==> src/design/stsu_pkg.sv <==
`timescale 1ns / 1ps
// ----------------------------------------------------------------------------
// stsu_pkg
// Shared types and constants of the slot table nearest-sum search unit.
// ----------------------------------------------------------------------------
package stsu_pkg;

   localparam int SLOTS       = 64;
   localparam int SLOT_W      = $clog2(SLOTS);
   localparam int SUM_W       = 18;
   localparam int DIFF_W      = SUM_W + 1;
   localparam int COUNT_W     = 10;
   localparam int LEN_W       = 11;
   localparam int MAX_BLOCK   = 1024;
   localparam int LEN_RESET   = 16;
   localparam int ACTION_W    = 2;
   localparam int BYTE_W      = 8;
   localparam int IDX_W       = 6;
   localparam int STATUS_W    = 2;
   localparam int RSLOT_W     = 6;

   typedef enum logic [ACTION_W-1:0] {
      ACT_INSERT = 2'd0,
      ACT_REMOVE = 2'd1,
      ACT_QUERY  = 2'd2,
      ACT_UNUSED = 2'd3
   } action_type;

   typedef enum logic [STATUS_W-1:0] {
      ST_INSERTED = 2'd0,
      ST_FULL     = 2'd1,
      ST_FOUND    = 2'd2,
      ST_NONE     = 2'd3
   } status_type;

   typedef enum logic [2:0] {
      S_IDLE,
      S_INS_SCAN,
      S_Q_LOAD,
      S_Q_SCAN,
      S_Q_DRAIN,
      S_DONE_RES,
      S_DONE_QRY
   } state_type;

   // Commands from the controller to the datapath.
   typedef struct packed {
      logic byte_add;
      logic remove;
      logic q_start;
      logic tgt_load;
      logic scan_init;
      logic scan_step;
      logic ins_step;
      logic out_load;
      logic out_sel_qry;
   } stsu_cmd_type;

   // Status from the datapath to the controller.
   typedef struct packed {
      logic last_byte;
      logic q_ok;
      logic free_hit;
      logic scan_last;
      logic out_free;
   } stsu_sts_type;

endpackage

==> src/design/stsu_if.sv <==
`timescale 1ns / 1ps
// ----------------------------------------------------------------------------
// stsu_req_if / stsu_rsp_if
// Valid/ready channels for request items and result items.
// ----------------------------------------------------------------------------
interface stsu_req_if;
   logic              valid;
   logic              ready;
   logic [1:0]        action;
   logic signed [7:0] data_byte;
   logic [5:0]        slot_index;

   modport source (output valid, output action, output data_byte, output slot_index,
                   input ready);
   modport sink   (input valid, input action, input data_byte, input slot_index,
                   output ready);
endinterface

interface stsu_rsp_if;
   logic       valid;
   logic       ready;
   logic [1:0] status;
   logic [5:0] result_slot;

   modport source (output valid, output status, output result_slot, input ready);
   modport sink   (input valid, input status, input result_slot, output ready);
endinterface

==> src/design/stsu_ctrl.sv <==
`timescale 1ns / 1ps
// ----------------------------------------------------------------------------
// stsu_ctrl
// Controller: sequences byte accumulation, the free-slot scan, the query scan
// and the hand-off of each result to the output register.
// ----------------------------------------------------------------------------
module stsu_ctrl (
   input  logic                  clock,
   input  logic                  reset,
   input  logic                  req_valid,
   input  logic [1:0]            req_action,
   output logic                  req_ready,
   input  stsu_pkg::stsu_sts_type sts,
   output stsu_pkg::stsu_cmd_type cmd
);
   import stsu_pkg::*;

   state_type state_ff;
   state_type state_in;
   logic      accept;

   assign req_ready = (state_ff == S_IDLE);
   assign accept    = req_valid && req_ready;

   always_ff @(posedge clock) begin
      if (reset) begin
         state_ff <= S_IDLE;
      end else begin
         state_ff <= state_in;
      end
   end

   always_comb begin
      state_in = state_ff;
      case (state_ff)
         S_IDLE: begin
            if (accept) begin
               case (req_action)
                  ACT_INSERT: begin
                     if (sts.last_byte) state_in = S_INS_SCAN;
                  end
                  ACT_QUERY: begin
                     state_in = sts.q_ok ? S_Q_LOAD : S_DONE_RES;
                  end
                  default: state_in = S_IDLE;
               endcase
            end
         end
         S_INS_SCAN: begin
            if (sts.free_hit || sts.scan_last) state_in = S_DONE_RES;
         end
         S_Q_LOAD:  state_in = S_Q_SCAN;
         S_Q_SCAN: begin
            if (sts.scan_last) state_in = S_Q_DRAIN;
         end
         S_Q_DRAIN: state_in = S_DONE_QRY;
         S_DONE_RES, S_DONE_QRY: begin
            if (sts.out_free) state_in = S_IDLE;
         end
         default: state_in = S_IDLE;
      endcase
   end

   always_comb begin
      cmd = '0;
      case (state_ff)
         S_IDLE: begin
            if (accept) begin
               case (req_action)
                  ACT_INSERT: begin
                     cmd.byte_add  = 1'b1;
                     cmd.scan_init = sts.last_byte;
                  end
                  ACT_REMOVE: cmd.remove  = 1'b1;
                  ACT_QUERY:  cmd.q_start = 1'b1;
                  default: cmd = '0;
               endcase
            end
         end
         S_INS_SCAN: cmd.ins_step = 1'b1;
         S_Q_LOAD: begin
            cmd.tgt_load  = 1'b1;
            cmd.scan_init = 1'b1;
         end
         S_Q_SCAN:   cmd.scan_step = 1'b1;
         S_DONE_RES: cmd.out_load  = sts.out_free;
         S_DONE_QRY: begin
            cmd.out_load    = sts.out_free;
            cmd.out_sel_qry = 1'b1;
         end
         default: cmd = '0;
      endcase
   end

endmodule

==> src/design/stsu_datapath.sv <==
`timescale 1ns / 1ps
// ----------------------------------------------------------------------------
// stsu_datapath
// Slot valid bits, slot sum memory, block accumulator, scan counter, nearest
// sum compare stage and the result output register.
// ----------------------------------------------------------------------------
module stsu_datapath (
   input  logic                          clock,
   input  logic                          reset,
   input  stsu_pkg::stsu_cmd_type         cmd,
   output stsu_pkg::stsu_sts_type         sts,
   input  logic [stsu_pkg::LEN_W-1:0]     csr_write_data,
   input  logic                          csr_write_enable,
   input  logic signed [stsu_pkg::BYTE_W-1:0] req_data_byte,
   input  logic [stsu_pkg::IDX_W-1:0]     req_slot_index,
   input  logic                          rsp_ready,
   output logic                          rsp_valid,
   output logic [stsu_pkg::STATUS_W-1:0]  rsp_status,
   output logic [stsu_pkg::RSLOT_W-1:0]   rsp_result_slot
);
   import stsu_pkg::*;

   // Configuration and block accumulation.
   logic [LEN_W-1:0]          len_ff;
   logic [LEN_W-1:0]          eff_len;
   logic signed [SUM_W-1:0]   pending_ff;
   logic [COUNT_W-1:0]        count_ff;

   // Table state.
   logic [SLOTS-1:0]          valid_ff;
   logic signed [SUM_W-1:0]   mem [SLOTS];
   logic signed [SUM_W-1:0]   rd_data_ff;
   logic [SLOT_W-1:0]         rd_addr;
   logic                      mem_re;
   logic                      mem_we;

   // Scan and query state.
   logic [SLOT_W-1:0]         cnt_ff;
   logic [SLOT_W-1:0]         qidx_ff;
   logic [SLOT_W-1:0]         req_idx;
   logic signed [SUM_W-1:0]   target_ff;
   logic                      cmp_vld_ff;
   logic                      cmp_vld_in;
   logic                      cmp_slot_vld_ff;
   logic [SLOT_W-1:0]         cmp_idx_ff;
   logic                      found_ff;
   logic [SLOT_W-1:0]         best_ff;
   logic [DIFF_W-1:0]         best_diff_ff;
   logic signed [DIFF_W-1:0]  diff;
   logic [DIFF_W-1:0]         abs_diff;
   logic                      better;

   // Result held for the output register.
   status_type                res_status_ff;
   logic [SLOT_W-1:0]         res_slot_ff;
   logic                      rsp_valid_ff;
   logic [STATUS_W-1:0]       rsp_status_ff;
   logic [RSLOT_W-1:0]        rsp_slot_ff;

   assign req_idx = SLOT_W'(req_slot_index);

   always_comb begin
      if (len_ff == '0) begin
         eff_len = LEN_W'(1);
      end else if (len_ff > LEN_W'(MAX_BLOCK)) begin
         eff_len = LEN_W'(MAX_BLOCK);
      end else begin
         eff_len = len_ff;
      end
   end

   assign sts.last_byte = ((LEN_W'(count_ff) + LEN_W'(1)) >= eff_len);
   assign sts.q_ok      = (32'(req_slot_index) < SLOTS) && valid_ff[req_idx];
   assign sts.free_hit  = !valid_ff[cnt_ff];
   assign sts.scan_last = (cnt_ff == SLOT_W'(SLOTS - 1));
   assign sts.out_free  = !rsp_valid_ff || rsp_ready;

   always_ff @(posedge clock) begin
      if (reset) begin
         len_ff <= LEN_W'(LEN_RESET);
      end else if (csr_write_enable) begin
         len_ff <= csr_write_data;
      end
   end

   always_ff @(posedge clock) begin
      if (reset) begin
         pending_ff <= '0;
         count_ff   <= '0;
      end else if (cmd.byte_add) begin
         pending_ff <= pending_ff + SUM_W'(req_data_byte);
         count_ff   <= count_ff + COUNT_W'(1);
      end else if (cmd.ins_step && (sts.free_hit || sts.scan_last)) begin
         pending_ff <= '0;
         count_ff   <= '0;
      end
   end

   always_ff @(posedge clock) begin
      if (reset) begin
         valid_ff <= '0;
      end else if (cmd.remove && (32'(req_slot_index) < SLOTS)) begin
         valid_ff[req_idx] <= 1'b0;
      end else if (mem_we) begin
         valid_ff[cnt_ff] <= 1'b1;
      end
   end

   assign mem_we  = cmd.ins_step && sts.free_hit;
   assign mem_re  = cmd.q_start || cmd.scan_step;
   assign rd_addr = cmd.q_start ? req_idx : cnt_ff;

   always_ff @(posedge clock) begin
      if (mem_we) begin
         mem[cnt_ff] <= pending_ff;
      end
      if (mem_re) begin
         rd_data_ff <= mem[rd_addr];
      end
   end

   always_ff @(posedge clock) begin
      if (cmd.scan_init) begin
         cnt_ff <= '0;
      end else if (cmd.scan_step || (cmd.ins_step && !sts.free_hit && !sts.scan_last)) begin
         cnt_ff <= cnt_ff + SLOT_W'(1);
      end
   end

   // Compare stage: one slot sum per cycle against the target.
   assign cmp_vld_in = cmd.scan_step;

   always_ff @(posedge clock) begin
      if (reset) begin
         cmp_vld_ff <= 1'b0;
      end else begin
         cmp_vld_ff <= cmp_vld_in;
      end
   end

   always_ff @(posedge clock) begin
      if (cmd.scan_step) begin
         cmp_idx_ff      <= cnt_ff;
         cmp_slot_vld_ff <= valid_ff[cnt_ff];
      end
      if (cmd.q_start) begin
         qidx_ff <= req_idx;
      end
      if (cmd.tgt_load) begin
         target_ff <= rd_data_ff;
      end
   end

   assign diff     = DIFF_W'(target_ff) - DIFF_W'(rd_data_ff);
   assign abs_diff = diff[DIFF_W-1] ? DIFF_W'(-diff) : DIFF_W'(diff);
   // Strict less-than keeps the lowest index on a tie.
   assign better   = cmp_vld_ff && cmp_slot_vld_ff && (cmp_idx_ff != qidx_ff)
                     && (!found_ff || (abs_diff < best_diff_ff));

   always_ff @(posedge clock) begin
      if (reset) begin
         found_ff <= 1'b0;
      end else if (cmd.tgt_load) begin
         found_ff <= 1'b0;
      end else if (better) begin
         found_ff <= 1'b1;
      end
   end

   always_ff @(posedge clock) begin
      if (better) begin
         best_ff      <= cmp_idx_ff;
         best_diff_ff <= abs_diff;
      end
   end

   always_ff @(posedge clock) begin
      if (cmd.q_start && !sts.q_ok) begin
         res_status_ff <= ST_NONE;
         res_slot_ff   <= '0;
      end else if (cmd.ins_step && sts.free_hit) begin
         res_status_ff <= ST_INSERTED;
         res_slot_ff   <= cnt_ff;
      end else if (cmd.ins_step && sts.scan_last) begin
         res_status_ff <= ST_FULL;
         res_slot_ff   <= '0;
      end
   end

   always_ff @(posedge clock) begin
      if (reset) begin
         rsp_valid_ff <= 1'b0;
      end else if (cmd.out_load) begin
         rsp_valid_ff <= 1'b1;
      end else if (rsp_ready) begin
         rsp_valid_ff <= 1'b0;
      end
   end

   always_ff @(posedge clock) begin
      if (cmd.out_load) begin
         if (cmd.out_sel_qry) begin
            rsp_status_ff <= found_ff ? ST_FOUND : ST_NONE;
            rsp_slot_ff   <= found_ff ? RSLOT_W'(best_ff) : '0;
         end else begin
            rsp_status_ff <= res_status_ff;
            rsp_slot_ff   <= RSLOT_W'(res_slot_ff);
         end
      end
   end

   assign rsp_valid       = rsp_valid_ff;
   assign rsp_status      = rsp_status_ff;
   assign rsp_result_slot = rsp_slot_ff;

endmodule

==> src/design/slot_table_nearest_sum_search_unit.sv <==
`timescale 1ns / 1ps
// ----------------------------------------------------------------------------
// slot_table_nearest_sum_search_unit
// Table of 64 block sums with insert, remove and nearest-sum query.
// ----------------------------------------------------------------------------
//  Channel   Dir  Handshake              Payload
//  req       in   valid/ready            action, data_byte, slot_index
//  rsp       out  valid/ready            status, result_slot
//  csr       in   write enable, no wait  block_length (11 bits)
//
// An insert byte that does not end its block, a remove and an unused action
// are each taken in the idle state and give no result. The byte that ends a
// block starts a free-slot scan of one valid bit per cycle over up to 64
// slots, then posts the item. A query reads the queried slot's sum, then each
// slot sum in turn through the memory's single read port, then drains.
// Reset is synchronous and clears the valid bits; no clearing pass is needed.
// A stalled result waits in the output register; items that give no result
// are still taken, and the next result waits until the register frees.
// ----------------------------------------------------------------------------
module slot_table_nearest_sum_search_unit (
   input  logic                          clock,
   input  logic                          reset,
   stsu_req_if.sink                      req,
   stsu_rsp_if.source                    rsp,
   input  logic                          csr_write_enable,
   input  logic [stsu_pkg::LEN_W-1:0]     csr_write_data
);
   import stsu_pkg::*;

   stsu_cmd_type cmd;
   stsu_sts_type sts;

   stsu_ctrl u_ctrl (
      .clock      (clock),
      .reset      (reset),
      .req_valid  (req.valid),
      .req_action (req.action),
      .req_ready  (req.ready),
      .sts        (sts),
      .cmd        (cmd)
   );

   stsu_datapath u_datapath (
      .clock            (clock),
      .reset            (reset),
      .cmd              (cmd),
      .sts              (sts),
      .csr_write_data   (csr_write_data),
      .csr_write_enable (csr_write_enable),
      .req_data_byte    (req.data_byte),
      .req_slot_index   (req.slot_index),
      .rsp_ready        (rsp.ready),
      .rsp_valid        (rsp.valid),
      .rsp_status       (rsp.status),
      .rsp_result_slot  (rsp.result_slot)
   );

endmodule
==> src/flat_wrapper.sv <==
// flat-port wrapper written by rule: the top's interface ports become plain ports
module slot_table_nearest_sum_search_unit_flat import stsu_pkg::*;
  (clock, reset, csr_write_enable, csr_write_data, req_valid, req_action, req_data_byte, req_slot_index, req_ready, rsp_valid, rsp_status, rsp_result_slot, rsp_ready);
  stsu_req_if req_i ();
  stsu_rsp_if rsp_i ();
  input  logic clock;
  input  logic reset;
  input  logic csr_write_enable;
  input  logic [stsu_pkg::LEN_W-1:0] csr_write_data;
  input wire logic [$bits(req_i.valid)-1:0] req_valid;
  input wire logic [$bits(req_i.action)-1:0] req_action;
  input wire logic [$bits(req_i.data_byte)-1:0] req_data_byte;
  input wire logic [$bits(req_i.slot_index)-1:0] req_slot_index;
  output wire logic [$bits(req_i.ready)-1:0] req_ready;
  output wire logic [$bits(rsp_i.valid)-1:0] rsp_valid;
  output wire logic [$bits(rsp_i.status)-1:0] rsp_status;
  output wire logic [$bits(rsp_i.result_slot)-1:0] rsp_result_slot;
  input wire logic [$bits(rsp_i.ready)-1:0] rsp_ready;
  assign req_i.valid = req_valid;
  assign req_i.action = req_action;
  assign req_i.data_byte = req_data_byte;
  assign req_i.slot_index = req_slot_index;
  assign req_ready = req_i.ready;
  assign rsp_valid = rsp_i.valid;
  assign rsp_status = rsp_i.status;
  assign rsp_result_slot = rsp_i.result_slot;
  assign rsp_i.ready = rsp_ready;
  slot_table_nearest_sum_search_unit u_core (.clock(clock), .reset(reset), .req(req_i), .rsp(rsp_i), .csr_write_enable(csr_write_enable), .csr_write_data(csr_write_data));
endmodule
==> config.mk <==
export PLATFORM = sky130hd
export DESIGN_NAME = slot_table_nearest_sum_search_unit_flat
export DESIGN_NICKNAME = d
export VERILOG_FILES = /design/src/design/stsu_pkg.sv /design/src/design/stsu_if.sv /design/src/design/stsu_ctrl.sv /design/src/design/stsu_datapath.sv /design/src/design/slot_table_nearest_sum_search_unit.sv /design/src/flat_wrapper.sv
export SDC_FILE = /design/constraint.sdc
export NUM_CORES = 2
export LEC_CHECK = 0
export ABC_AREA = 1
export BUFFER_PORTS_ARGS = -buffer_cell sky130_fd_sc_hd__buf_4
export CAP_MARGIN = 20
export CORE_ASPECT_RATIO = 2
export CORE_MARGIN = 5
export CORE_UTILIZATION = 55
export CTS_BUF_LIST = sky130_fd_sc_hd__clkbuf_8
export DETAILED_ROUTE_END_ITERATION = 6
export GPL_ROUTABILITY_DRIVEN = 0
export PLACE_DENSITY = 0.69
export SETUP_SLACK_MARGIN = 0.02
export SYNTH_ARGS = -nofsm -noshare
export SYNTH_HDL_FRONTEND = slang
export SYNTH_SLANG_ARGS = --single-unit
export TNS_END_PERCENT = 30
==> constraint.sdc <==
create_clock -name clock -period 11.3 [get_ports clock]
set_input_delay 1.13 -clock clock [delete_from_list [all_inputs] [get_ports clock]]
set_output_delay 1.13 -clock clock [all_outputs]
set_load 0.005 [all_outputs]
======== Yosys cells after proc, flatten, opt, wreduce, memory -nomap -nowiden ========
Memories as Yosys holds them, arrays and structs flattened. A register that Yosys moved wholly into a read port is not among the register bits.
Index checks and enable logic that the tools add are counted.
storage, ports and cells
  flip-flop bits (word level) ............. 187
  bits in writable memories ............... 1,152
  bits of input ports ..................... 32
  output and inout bits ................... 10
  word-level logic and storage cells ...... 132
  memories kept ........................... 1
operators by class
  add/subtract/negate cells ............... 6
  magnitude comparators ................... 7
  eq/ne operators ......................... 15
  muxes and demuxes ....................... 49
  bitwise gates (word level) .............. 3
  reduce and logical (&&, ||, !) cells .... 32
memory list
  memory                 depth  bits a word  rd ports  clocked after Yosys merged registers in  write ports  RTL line             source
  u_core.u_datapath.mem  64     18           1         1                                        1            stsu_datapath.sv:31  logic signed [SUM_W-1:0] mem [SLOTS];
operator list
  operator                                                    number
  2-to-1 mux 64 bit                                           2
  AND 64 bit                                                  1
  inverter 64 bit                                             1
  bitwise OR 64 bit                                           1
  2-to-1 mux 18 bit                                           2
  2-to-1 mux 6 bit                                            5
  2-to-1 mux 11 bit                                           2
  2-to-1 mux 3 bit                                            7
  2-to-1 mux 10 bit                                           2
  less-than comparator 19 bit                                 1
  2-to-1 mux 19 bit                                           1
  negator 19 bit                                              1
  subtractor 18 x 18 -> 19 bit                                1
  adder 18 x 8 -> 18 bit                                      1
  one-hot mux 3 bit (6 select lines)                          1
  less-than comparator 6 x 7 -> 1 bit, second input constant  2
  2-to-1 mux 1 bit                                            13
  binary-select mux 1 bit (select 6 bit)                      2
  demux 1 bit (select 6 bit)                                  2
  >= comparator 6 x 1 -> 1 bit, second input constant         2
  logical AND 1 bit                                           12
  adder 10 x 1 -> 11 bit, second input constant               1
  >= comparator 11 bit                                        1
  > comparator 11 bit, second input constant                  1
  25 further kinds                                            47

======== Depth between registers and ports, before layout ========
  depth in word-level cells ............... 10
  mapped depth ............................ 25
  mapped depth without buffers ............ 25

======== Modules after synthesis ========
A second synthesis with hierarchy kept.
unflattened totals
  cells, all modules ...................... 5,263
  area, all modules ....................... 58,476.1 µm²
by module, submodules not included
  module         instances  cells an instance  area each (µm²)  seq. area each (µm²)
  stsu_datapath  1          5,199              58,138.3         39,457.8
  stsu_ctrl      1          64                 337.8            60.1

======== Worst setup path before layout ========
OpenSTA, ideal clock, no wires.
  kind .................................... register -> register
  start point ............................. reg u_core.u_datapath.rd_data_ff[0], read port of u_core.u_datapath.mem
  end point ............................... reg u_core.u_datapath.best_diff_ff[0], enable pin
  setup time .............................. 0.415 ns
  arrival ................................. 4.137 ns
  data required time ...................... 10.885 ns
  setup slack ............................. 6.747 ns
  cell stages (with the launch flop) ...... 21
  buffers on the path ..................... 0
  period minus slack after synthesis ...... 4.553 ns
  cell sequence ........................... edfxtp_1 -> ha_1 -> fa_1 -> ha_1 -> inv_1 -> nor2_1 -> nand2_1 -> nor2_1 -> nand3_1 -> nor2_1 -> nor2_1 -> xor2_1 -> inv_1 -> ha_1 -> inv_1 -> nor3_1 -> a211oi_1 -> a21oi_1 -> nor2_1 -> o21ai_0 -> a21oi_1
between the ends
  word-level cells in the longest chain between the ends .. 6
ends and longest elaborated chain
  what                                RTL line              source
  start, declared                     stsu_datapath.sv:32   logic signed [SUM_W-1:0] rd_data_ff;
  subtractor 18 x 18 -> 19 bit (*)    stsu_datapath.sv:154  assign diff = DIFF_W'(target_ff) - DIFF_W'(rd_data_ff);
  negator 19 bit                      stsu_datapath.sv:155  assign abs_diff = diff[DIFF_W-1] ? DIFF_W'(-diff) : DIFF_W'(diff);
  2-to-1 mux 19 bit (*)               stsu_datapath.sv:155
  net u_core.u_datapath.abs_diff[10]  stsu_datapath.sv:50   logic [DIFF_W-1:0] abs_diff;
  less-than comparator 19 bit (*)     stsu_datapath.sv:158  && (!found_ff || (abs_diff < best_diff_ff));
  logical OR 1 bit (*)                stsu_datapath.sv:158
  logical AND 1 bit (*)               stsu_datapath.sv:158
  net u_core.u_datapath.better        stsu_datapath.sv:51   logic better;
  end signal, assigned                stsu_datapath.sv:173  best_diff_ff <= abs_diff;
  end, declared                       stsu_datapath.sv:48   logic [DIFF_W-1:0] best_diff_ff;
Mark *: on every way through the listed nets, which the timed path passes. The rest lies on a longest branch.
A chain may end at the register's enable or synchronous reset.

======== Final worst setup path ========
  start point ............................. reg u_core.u_ctrl.state_ff[2]
  end point ............................... reg u_core.u_datapath.rd_data_ff[11], read port of u_core.u_datapath.mem, data pin
between the ends
  word-level cells in the longest chain between the ends .. 5
  elaborated cells between the ends (all ways) .. 8
  those cells by class .................... eq/ne: 1; mux: 4; reduce/logical: 3
ends and longest elaborated chain
  what                                                  RTL line                                    source
  start, declared                                       stsu_ctrl.sv:18                             state_type state_ff;
  start signal, assigned                                stsu_ctrl.sv:29                             state_ff <= state_in;
  logical NOT 3 bit                                     stsu_ctrl.sv:22, stsu_ctrl.sv:66
  logical AND 1 bit                                     stsu_ctrl.sv:23                             assign accept = req_valid && req_ready;
  2-to-1 mux 9 bit                                      stsu_ctrl.sv:68                             if (accept) begin
  2-to-1 mux 3 bit                                      stsu_ctrl.sv:66                             case (state_ff)
  2-to-1 mux 6 bit or logical OR 1 bit (tied branches)  stsu_datapath.sv:111, stsu_datapath.sv:110
Several ways; a longest one is shown, not always the timed one.

==> results.md <==
- Status: complete, but fails checks
- Failing checks: design-rule violations
- Met2 Use GR: 0.5134
- HP Class: input port to flip-flop
- Synthesized cell area: 0.06293 sq mm
- Drt wl/cell: around 23 um
- Clk_lat worst skew: a little over 0.9 ns
- Ys async rst share: 0
- Final hold violations: 0
- Setup TNS: 0 ns
- Final instance area: 0.06809 sq mm
- TritonCTS Sinks: between 1,000 and 1,500
- EDFF count, synth: approximately 1,200
- Die width: between 200 and 250 um
- Largest family of logic cells by synthesized area: simple AND/OR/NAND/NOR gates
- Final wirelength: around 190,000 um
- Required @ worst endpoint: approximately 12 ns
- Top cell type by total area after synthesis: edfxtp_1
- Drt pass-1 iters: 7
- Most used routing layer: met2
- Period Utilization, post-route: 0.5107
- Worst slew pin tran: roughly 1.2 ns
- Filler Cells Inserted: between 9,000 and 10,000
- Core region area: ~0.11 sq mm
- CTS buffer count: ~180
- Register area share after synthesis: 0.6279
- Peak supply drop: 0.3011 mV
- Grt met1 use: 0.3190
- Max cap viols: 0
- CTS tree: yes
- Largest net degree at the start of global routing: ~190
- Synth area leaders: edfxtp_1 (59%), nand2_1 (11%), nand3_1 (9.1%)
- DRC errors left: 2
- Area growth syn-to-layout: 8.195%
- Syn Nets: around 6,700
- M3 GR Usage: 0.04841
- Power Density: just over 200 mW/mm^2
- CTS Buffer Depth: 3
- Most common cell in the synthesized netlist: nand2_1
- Clock Tree Root: clkbuf_8
- Synth Area in Compound Gates: 0.02974
- Critical Path Sink Type: flip-flop
- Rows: between 150 and 200
- Buffers on Ports: 41
- Hold_ws: 0.4398 ns
- Ports: 42
- # hold bufs at CTS: 0
- Number of synthesis warnings: 0
- First-pass GRT wire length: ~280,000 um
- CTS H-tree lvls: 4
- DP HPWL: 114,100 um
- Flops & latches, synth: roughly 1,400
- Post-CTS Resized: 0
- Setup Skew: around 0.044 ns
- Critical setup path kind: flip-flop to flip-flop
- Post-CTS Setup Bufs: 0
- DP Worst Slack: approximately 4.8 ns
- Cells after synthesis: 6,606
- Tmin final: around 5.8 ns
- Synth top area share: 0.5888
- Worst EP arrival: 6.42 ns
- Synth Area in XOR/XNOR: 0.005289
- Fmax: 0.1733 GHz
- Starting Density: 0.5538
- Vias in the first global route: around 46,000
- Simple-gate portion of the synthesized area: 0.2257
- Placed cell area: 0.06448 sq mm
- Die Y: between 400 and 500 um
- Initial drt markers: approximately 5,000
- Unrepaired setup endpoints after global routing: false
- Total leakage power: 29.42 nW
- Vias post-DR: between 40,000 and 50,000
- Total global routing overflow: 0
- Worst Path Max Fanout: 157
- Final setup viols: 0
- Most frequent cells after synthesis: nand2_1 (1,869), edfxtp_1 (1,234), inv_1 (1,150), nand3_1 (1,140), nor2_1 (149)
- Fraction of layout cells with a size suffix above 1: 0.07235
- Startpoint Class: flip-flop
- Antenna violations before repair: 4
- Avg Cell Area, Syn: approximately 9.5 sq um
- Worst slew margin: 0.2063
- Number of nets still failing antenna checks after routing: 0
- Post-synth cell types: between 40 and 50
- Commonest register cell after synthesis: edfxtp_1
- Vias per cell: approximately 5.7
- Synthesized-area fraction occupied by adder cells: 0.01396
- Die area: roughly 0.12 sq mm
- Nets: 6,713
- Fin. max-slew vios: 0
- Reg clk slew, reported paths: 0.06 ns
- GRT Overall Usage: 0.3009
- Area used by multi-input combinational logic: roughly 0.018 sq mm
- Final Worst Setup Slack: 5.529 ns
- Reg area: 0.03954 sq mm
- Post-synthesis mux area share: 0
-- power by group --
group          internal (mW)  switching, mW  total (mW)  leakage [nW]
Combinational           1.13           3.34        4.46          15.1
Sequential              5.67         0.0707        5.75          12.3
Clock                   1.78           1.89        3.68          2.02
-- stage by stage --
step	utilization	power, mW	std cells
final	0.5992	13.89	8264
after detailed placement	0.5674	10.23	7930
after CTS	0.5987	13.85	8261
after global routing	0.5992	14.48	8264
after floorplan	-	8.839	6606
after global placement	0.5669	10.16	7927
-- cells by family after synthesis --
group           count (synthesis)
compound gates                347
xor+xnor                       38
fa+ha+maj                      69
buf+inv                      1490
flops                        1357
simple gates                 3305
-- registers in the layout (all words and copies together) (netlist names), 3 cells and up --
signal / count
u_core.u_datapath.best_ff: 6
u_core.u_datapath.cmp_idx_ff: 6
u_core.u_datapath.mem: 1152
u_core.u_datapath.qidx_ff: 6
u_core.u_datapath.rd_data_ff: 18
u_core.u_datapath.target_ff: 18
u_core.u_datapath.len_ff: 11
u_core.u_ctrl.state_ff: 3
u_core.u_datapath.pending_ff: 18
u_core.u_datapath.best_diff_ff: 19
u_core.u_datapath.count_ff: 10
u_core.u_datapath.res_slot_ff: 6
u_core.u_datapath.rsp_result_slot: 6
u_core.u_datapath.valid_ff: 64
u_core.u_datapath.cnt_ff: 6
-- cell type report --
class,instances,share of cell area
flip-flops and latches,1357,0.5807
multi-input cells,3759,0.2574
inverters,1174,0.06479
clock buffers,193,0.03901
well taps,1504,0.02764
repair buffers,138,0.01720
clock inverters,138,0.01321
diodes,1,0.00003675
-- metal layers --
metal,routed length (um),part of all wire,vias to the layer above
met4,20590,0.11,0
met3,14400,0.077,733
met5,0,0,-
met2,91610,0.49,2389
met1,60780,0.32,22250
li1,-,-,21540
-- final timing paths --
| check | startpoint | end | slack, ns | depth (start not counted) |
|---|---|---|---|---|
| min | csr_write_data[4] | u_core.u_datapath.len_ff[4]$_SDFFE_PP1P_ | 0.44 | 3 |
| max reg2reg | u_core.u_ctrl.state_ff[2]$_SDFFE_PP0P_ | u_core.u_datapath.rd_data_ff[11]$_DFFE_PP_ | 5.53 | 14 |
| max | u_core.u_ctrl.state_ff[2]$_SDFFE_PP0P_ | u_core.u_datapath.rd_data_ff[11]$_DFFE_PP_ | 5.53 | 14 |
| min reg2reg | u_core.u_datapath.pending_ff[17]$_SDFFE_PP0P_ | u_core.u_datapath.pending_ff[17]$_SDFFE_PP0P_ | 0.46 | 2 |
-- worst max-delay path, stage by stage (launching register included) --
cell	delay (ns)
dfxtp_1	0.41
nor2_4	0.20
nand3_2	0.13
nor2_2	0.86
nand2_2	0.20
nand2_8	0.71
buf_4	0.78
buf_4	0.78
nand2_1	0.12
nand3_1	0.12
nand3_1	0.08
nand3_1	0.30
nand3_1	0.28
nand3_1	0.18
nand2_1	0.08
-- cell usage in the layout (no fill, tap or decap), types with 6 or more instances in the layout --
cell           n
nand2_1     1869
edfxtp_1    1234
inv_1       1207
nand3_1     1140
clkbuf_8     193
a21oi_1      147
nor2_1       146
o21ai_0      145
buf_4        129
dfxtp_1      104
ha_1          67
nor3_1        49
nor3_2        34
clkinv_1      30
xor2_1        28
clkinv_2      25
nand3b_1      21
inv_2         21
o211ai_1      21
nand4_1       20
dfxtp_2       19
xnor2_1       10
clkinvlp_4     8
bufinv_16      8
o31ai_1        7
buf_12         6
(Power assumes the default switching activity.)
